--- src/rtl/core/label_flow_checker_unit_assert.svh ---
// Assertion macros shared by the label flow checker modules.
`ifndef LABEL_FLOW_CHECKER_UNIT_ASSERT_SVH
`define LABEL_FLOW_CHECKER_UNIT_ASSERT_SVH
// Implication checked on every rising edge outside reset.
`define LFC_ASSERT_IMP(label, ante, cons) \
  label: assert property (@(posedge clk) disable iff (!rst_n) (ante) |-> (cons)) \
    else $error("assertion failed");
// Next-cycle implication checked outside reset.
`define LFC_ASSERT_NXT(label, ante, cons) \
  label: assert property (@(posedge clk) disable iff (!rst_n) (ante) |=> (cons)) \
    else $error("assertion failed");
`endif

--- src/rtl/core/lfc_pkg.sv ---
// Shared types and codes of the label flow checker.
`timescale 1ns / 1ps
package lfc_pkg;
  localparam logic [1:0] REQ_CLEAR  = 2'd0;
  localparam logic [1:0] REQ_ADD    = 2'd1;
  localparam logic [1:0] REQ_FLOW   = 2'd2;
  localparam logic [1:0] REQ_SUBSET = 2'd3;
  localparam logic [1:0] ST_OK      = 2'd0;
  localparam logic [1:0] ST_FAIL    = 2'd1;
  localparam logic [1:0] ST_FULL    = 2'd2;
  localparam logic [1:0] SET_A  = 2'd0;
  localparam logic [1:0] SET_B  = 2'd1;
  localparam logic [1:0] SET_P1 = 2'd2;
  localparam logic [1:0] SET_P2 = 2'd3;
  typedef struct packed {
    logic [1:0]  req_type;
    logic [1:0]  set_select;
    logic [63:0] category;
  } lfc_req_t;
endpackage

--- src/rtl/core/lfc_front.sv ---
// Front end: accepts requests and holds them in a two-entry queue.
`timescale 1ns / 1ps
module lfc_front (
  input  logic              clk,
  input  logic              rst_n,
  input  logic              in_valid,
  output logic              in_ready,
  input  lfc_pkg::lfc_req_t in_req,
  output logic              q_valid,
  input  logic              q_ready,
  output lfc_pkg::lfc_req_t q_req
);
  import lfc_pkg::*;
  lfc_req_t   mem_r [2];
  logic       wp_r, wp_nxt, rp_r, rp_nxt;
  logic [1:0] cnt_r, cnt_nxt;
  logic       push, pop;

  // Queue occupancy and pointers.
  assign in_ready = (cnt_r != 2'd2);
  assign q_valid  = (cnt_r != 2'd0);
  assign q_req    = mem_r[rp_r];
  assign push     = in_valid && in_ready;
  assign pop      = q_valid && q_ready;
  always_comb begin
    wp_nxt  = wp_r ^ push;
    rp_nxt  = rp_r ^ pop;
    cnt_nxt = cnt_r + {1'b0, push} - {1'b0, pop};
  end
  always_ff @(posedge clk) begin
    if (!rst_n) begin
      wp_r <= 1'b0; rp_r <= 1'b0; cnt_r <= 2'd0;
    end else begin
      wp_r <= wp_nxt; rp_r <= rp_nxt; cnt_r <= cnt_nxt;
    end
  end
  // Payload storage.
  always_ff @(posedge clk) begin
    if (push) mem_r[wp_r] <= in_req;
  end

  `include "label_flow_checker_unit_assert.svh"
  `LFC_ASSERT_IMP(a_no_over, cnt_r == 2'd2, !push || pop)
  `LFC_ASSERT_IMP(a_no_under, cnt_r == 2'd0, !pop)
  `LFC_ASSERT_NXT(a_cnt_step, push && !pop, cnt_r != 2'd0)
endmodule

--- config.mk ---
export PLATFORM = sky130hd
export DESIGN_NAME = lfc_front
export DESIGN_NICKNAME = d
export VERILOG_FILES = /design/src/rtl/core/lfc_pkg.sv /design/src/rtl/core/lfc_front.sv
export VERILOG_INCLUDE_DIRS = /design/src /design/src/rtl/core
export SDC_FILE = /design/constraint.sdc
export NUM_CORES = 1
export LEC_CHECK = 0
export ABC_AREA = 1
export BUFFER_PORTS_ARGS = -buffer_cell sky130_fd_sc_hd__buf_2
export CORE_MARGIN = 5
export CORE_UTILIZATION = 25
export DETAILED_ROUTE_END_ITERATION = 6
export SETUP_SLACK_MARGIN = 0.15
export SYNTH_ARGS = -nofsm -noshare
export SYNTH_HDL_FRONTEND = slang
export SYNTH_SLANG_ARGS = --single-unit
--- constraint.sdc ---
create_clock -name clk -period 4 [get_ports clk]
set_input_delay 0.2 -clock clk [delete_from_list [all_inputs] [get_ports clk]]
set_output_delay 0.2 -clock clk [all_outputs]
set_load 0.01 [all_outputs]
Word level (Yosys, flattened, before mapping)
Memories as Yosys holds them, arrays and structs flattened. A register that Yosys moved wholly into a read port is not among the register bits.
Cells that the tools add are included.
{"block": "op_classes", "n_addsub": 2, "eq_ne": 1, "mux": 3, "bitwise_logic": 2, "reduce_logical": 3}
{"cell": "1-bit two-way mux", "n": 3}
{"cell": "2-bit by 1-bit adder with 2-bit output", "n": 1}
{"cell": "1-bit logical AND", "n": 2}
{"cell": "2-bit inequality test, second input constant", "n": 1}
{"cell": "2-bit nonzero test", "n": 1}
{"cell": "2-bit by 1-bit subtractor with 2-bit output", "n": 1}
{"cell": "1-bit bitwise XOR", "n": 2}
{"block": "totals", "register_bits": 4, "mem_bits_rw": 136, "input_bits": 72, "output_inout_bits": 70, "word_cells": 15, "memories": 1}
{"memory": "mem_r", "depth": 2, "width": 68, "read_ports": 1, "rd_clocked_by_memory_dff": 1, "wr": 1, "line": "lfc_front.sv:14", "rtl": "lfc_req_t mem_r [2];"}

Depth between registers and ports, before layout
{"block": "depth", "ltp_word": 4, "mapped_depth": 11, "mapped_depth_nobuf": 11}

Worst setup path before layout
No wires, ideal clock.
{"block": "synth_path", "path_type": "register -> register", "startpoint": "reg cnt_r[0]", "endpoint": "mem mem_r[1][0] (netlist name) (enable)", "setup_time_ps": 495, "arrival_time_ps": 3474, "t_required_ps": 3505, "path_slack_ps": 32, "stages_incl_launch_ff": 5, "n_path_buf": 0, "period_less_slack_ps": 3968, "cell_sequence": "dfxtp_1 inv_1 nand2_1 nand2_1 nor2_1"}
{"block": "synth_via", "elab_chain_len": 4}
{"element": "start, declared", "line": "lfc_front.sv:16", "rtl": "logic [1:0] cnt_r, cnt_nxt;"}
{"element": "start signal, assigned", "line": "lfc_front.sv:34", "rtl": "wp_r <= wp_nxt; rp_r <= rp_nxt; cnt_r <= cnt_nxt;"}
{"element": "2-bit inequality test", "line": "lfc_front.sv:20", "rtl": "assign in_ready = (cnt_r != 2'd2);"}
{"element": "named net in_ready", "line": "lfc_front.sv:7", "rtl": "output logic in_ready,"}
{"element": "1-bit logical AND", "line": "lfc_front.sv:23", "rtl": "assign push = in_valid && in_ready;"}
{"element": "1-bit two-way mux", "line": "lfc_front.sv:39", "rtl": "if (push) mem_r[wp_r] <= in_req;"}
{"element": "1-bit two-way mux (implied by the code)", "line": "lfc_front.sv:39"}
{"element": "end, declared", "line": "lfc_front.sv:14"}
The timed path passes the listed nets, and every way through them passes these cells.

==> summary.txt <==
Status
  – Status: completed

Worst setup path
  – R2r setup slk: 1.90 ns
  – Worst r2r src: cnt_r[0]
  – Crit-path slowest cell: dfxtp_4
  – Critical Path RT: 3.80 ns
  – Crit. End Element: primary output
  – Critical path peak fanout: 68
  – R2r endpoint: mem_r[1][10]
  – Worst Path Arrival: 2.08 ns
  – Startpoint types: register
  – Crit-path cells: mux2_2, buf_2
  – CP Class: register to primary output
  – Max incr delay on CP: 1.02 ns
  – Reg2reg path depth: 5

Clock network
  – Post-CTS setup buffers: 0
  – Worst skew pair latency: 0.41 ns
  – CTS H-tree lvls: 4
  – Root Driver: clkbuf_16
  – Longest Clk Path Bufs: 2
  – Clk sinks: 141
  – Clock Pin Slew Worst Setup and Hold Paths: 0.06 ns
  – Post-CTS sizing: 0
  – Total CTS buffers: 17
  – CTS tree: yes

Global routing
  – Vias in the first global route: 3105
  – Initial antenna violation count: 2
  – Largest net degree at the start of global routing: 69
  – First-pass GRT wire length: 16210 microns
  – Overall Global Routing Usage: 8.726%
  – Grt total ovfl: 0

Timing
  – Final period utilization: 56.99%
  – Hold WS: 0.2543 ns
  – Final setup vio count: 0
  – RSZ-0062 raised after global routing: no
  – Final Hold Fails: 0
  – Setup TNS: 0 ns
  – Peak Freq: 0.4387 GHz
  – Max Slew Vio Count: 0
  – Slew margin rel.: 30.05%
  – Slew @ Worst Pin: 1.049 ns
  – Layout Skew: 0.009327 ns
  – Post-route minimum period: 2.280 ns

Final layout
  – Multi-input combinational cell area: 968.4 sq um
  – Layout net count: 544
  – Share of cells above drive strength 1: 50.00%
  – Fillers: 1973
  – N_diodes: 0
  – Sequential Area: 4188 sq um
  – Area grow syn2layout: 44.18%

Yosys
  – Seq/Total Area, Yosys: 79.87%
  – Yosys top cell area share: 77.96%
  – Yosys warning count: 0
  – Syn Inst Count: 248
  – Ranking of synthesized cells by area: edfxtp_1, mux2_2, mux2_4, dfxtp_1, inv_1
  – Synth unique cells: 14
  – Synth area leader: edfxtp_1
  – #FFs+latches synth: 141
  – Asr flop ratio synth: 0%
  – Top FF cell, synth: edfxtp_1
  – Post-Syn Area per Cell: 21.12 sq um
  – Most frequent cell after synthesis: edfxtp_1
  – Synth Cell Area: 5239 sq um
  – Post-synth EDFFs: 136
  – Synthesized Nets: 322
  – Synth top cells by count: edfxtp_1, mux2_2, mux2_4, inv_1, nand2_1

Power and ir drop
  – VDD IR max: 437.4 uV
  – Proportion of power drawn by combinational gates: 22.0%
  – Leakage: 2.865 nW
  – Clock share of power: 34.1%
  – Cell-internal power: 3.489 mW
  – Power share of the sequential group: 43.9%
  – Pwr dens: 623.0 nW/um^2
  – Switching Fraction: 25.86%
  – Sw power: 1.217 mW

Worst hold path
  – Hold Crit Start: q_ready
  – Hold Path Depth: 6
  – Hold endpoint: cnt_r[1]
  – Hold Crit Class: primary input to register

Detailed routing
  – Initial DRC Count: 85
  – Via count: 2917
  – Vias/cell: 3.853
  – Number of iterations in the first detailed-routing pass: 4
  – Drt wl/cell: 13.70 microns
  – Number of remaining DRC errors: 0
  – Antenna Nets Post-Route: 0
  – Routed WL: 10370 microns

Die
  – Die ar.: 23950 sq um
  – FP Rows: 53
  – Starting Density: 25.16%
  – Placeable Area: 20820 sq um
  – Die Wd: 154.8 microns
  – I/O Pins: 142
  – Die Ht: 154.8 microns

Job
  – Max cap viols: 0

Placement
  – GPL Wtd Cong: 0.7272
  – Buffers on Ports: 141
  – Detail Placement HPWL: 6550 microns
## worst max-delay path, delay by kind of cell, from the launching register on
family	cells	cell delay, ns
buffers and inverters	1	0.15
muxes	1	0.44
DFF	1	1.02
## cells in the final DEF (no fill, tap or decap)
cell type and count:
mux2_2 48, bufinv_16 4, inv_1 9, nor2_4 1, xnor2_1 1, dlygate4sd3_1 69, clkinv_2 3, edfxtp_1 136
clkinv_4 1, buf_12 1, dfxtp_1 4, mux2_4 20, buf_2 141, clkbuf_1 1, clkinvlp_4 3, ha_4 1
dfxtp_4 1, nand3_1 1, clkbuf_16 17, ha_1 1, clkinv_1 2, a21oi_1 1, nor2_1 7, nand2_1 9
## stage by stage
| stage | total power [mW] | utilization (%) | setup WS, ns | instance area [sq um] | instances |
|---|---|---|---|---|---|
| after detailed placement | 3.110 | 30.06 | 1.834 | 6260 | 657 |
| after global routing | 4.956 | 36.28 | 1.594 | 7553 | 757 |
| after global placement | 3.079 | 30.06 | 1.901 | 6260 | 657 |
| after floorplan | 2.714 | - | 1.170 | 5241 | 248 |
| after CTS | 4.795 | 36.28 | 1.647 | 7553 | 757 |
| final | 4.706 | 36.28 | 1.720 | 7553 | 757 |
## routing by layer
metal | vias up | wire length [microns] | global-route usage (%)
li1 | 1399 | - | -
met1 | 1400 | 4248 | 9.998
met2 | 102 | 5144 | 14.56
met3 | 12 | 832 | 3.945
met4 | 4 | 116 | 2.902
met5 | - | 27 | 0
## what timing repair did
action,CTS,global route
setup endpoints to repair,0,0
hold endpoints to repair,137,0
hold buffers,69,0
## power groups by stage
stage / clock, mW / combinational [mW] / sequential (mW)
finish: 1.60 / 1.03 / 2.07
floorplan: 0 / 0.713 / 2.00
global placement: 0 / 0.987 / 2.09
detailed placement: 0 / 1.00 / 2.11
CTS: 1.66 / 1.06 / 2.08
global route: 1.73 / 1.13 / 2.10
## final cells by class
| cell class | count | area share (%) |
|---|---|---|
| flip-flops and latches | 141 | 55.44 |
| repair buffers | 211 | 18.75 |
| multi-input cells | 90 | 12.82 |
| clock buffers | 18 | 5.682 |
| well taps | 275 | 4.555 |
| clock inverters | 13 | 2.302 |
| inverters | 9 | 0.4472 |
## worst max-delay path by stage
stage	start	to	slack (ns)	cells after the start
2_1_floorplan	cnt_r[0]	mem_r[1][0]	1.17	4
3_3_place_gp	cnt_r[0]	mem_r[1][15]	1.90	5
3_5_place_dp	cnt_r[0]	mem_r[1][15]	1.83	5
4_1_cts	register	q_req[27]	1.65	2
5_1_grt	register	q_req[27]	1.59	2
6_report	register	q_req[27]	1.72	2
## state kept, by name (all words and copies together) (netlist names), named ones only
register  count
cnt_r         2
mem_r       136
rp_r          1
wp_r          1
## kinds of logic after synthesis
kind of cell / Yosys count / synth area share, %
DFF: 141 / 79.87
muxes: 68 / 16.05
and+or+nand+nor: 18 / 1.313
buffers and inverters: 17 / 2.030
adders and majority gates: 2 / 0.4776
AOI/OAI and AO/OA: 1 / 0.09544
xor gates and xnor gates: 1 / 0.1672
No activity file was read; power rests on OpenSTA's default activity.
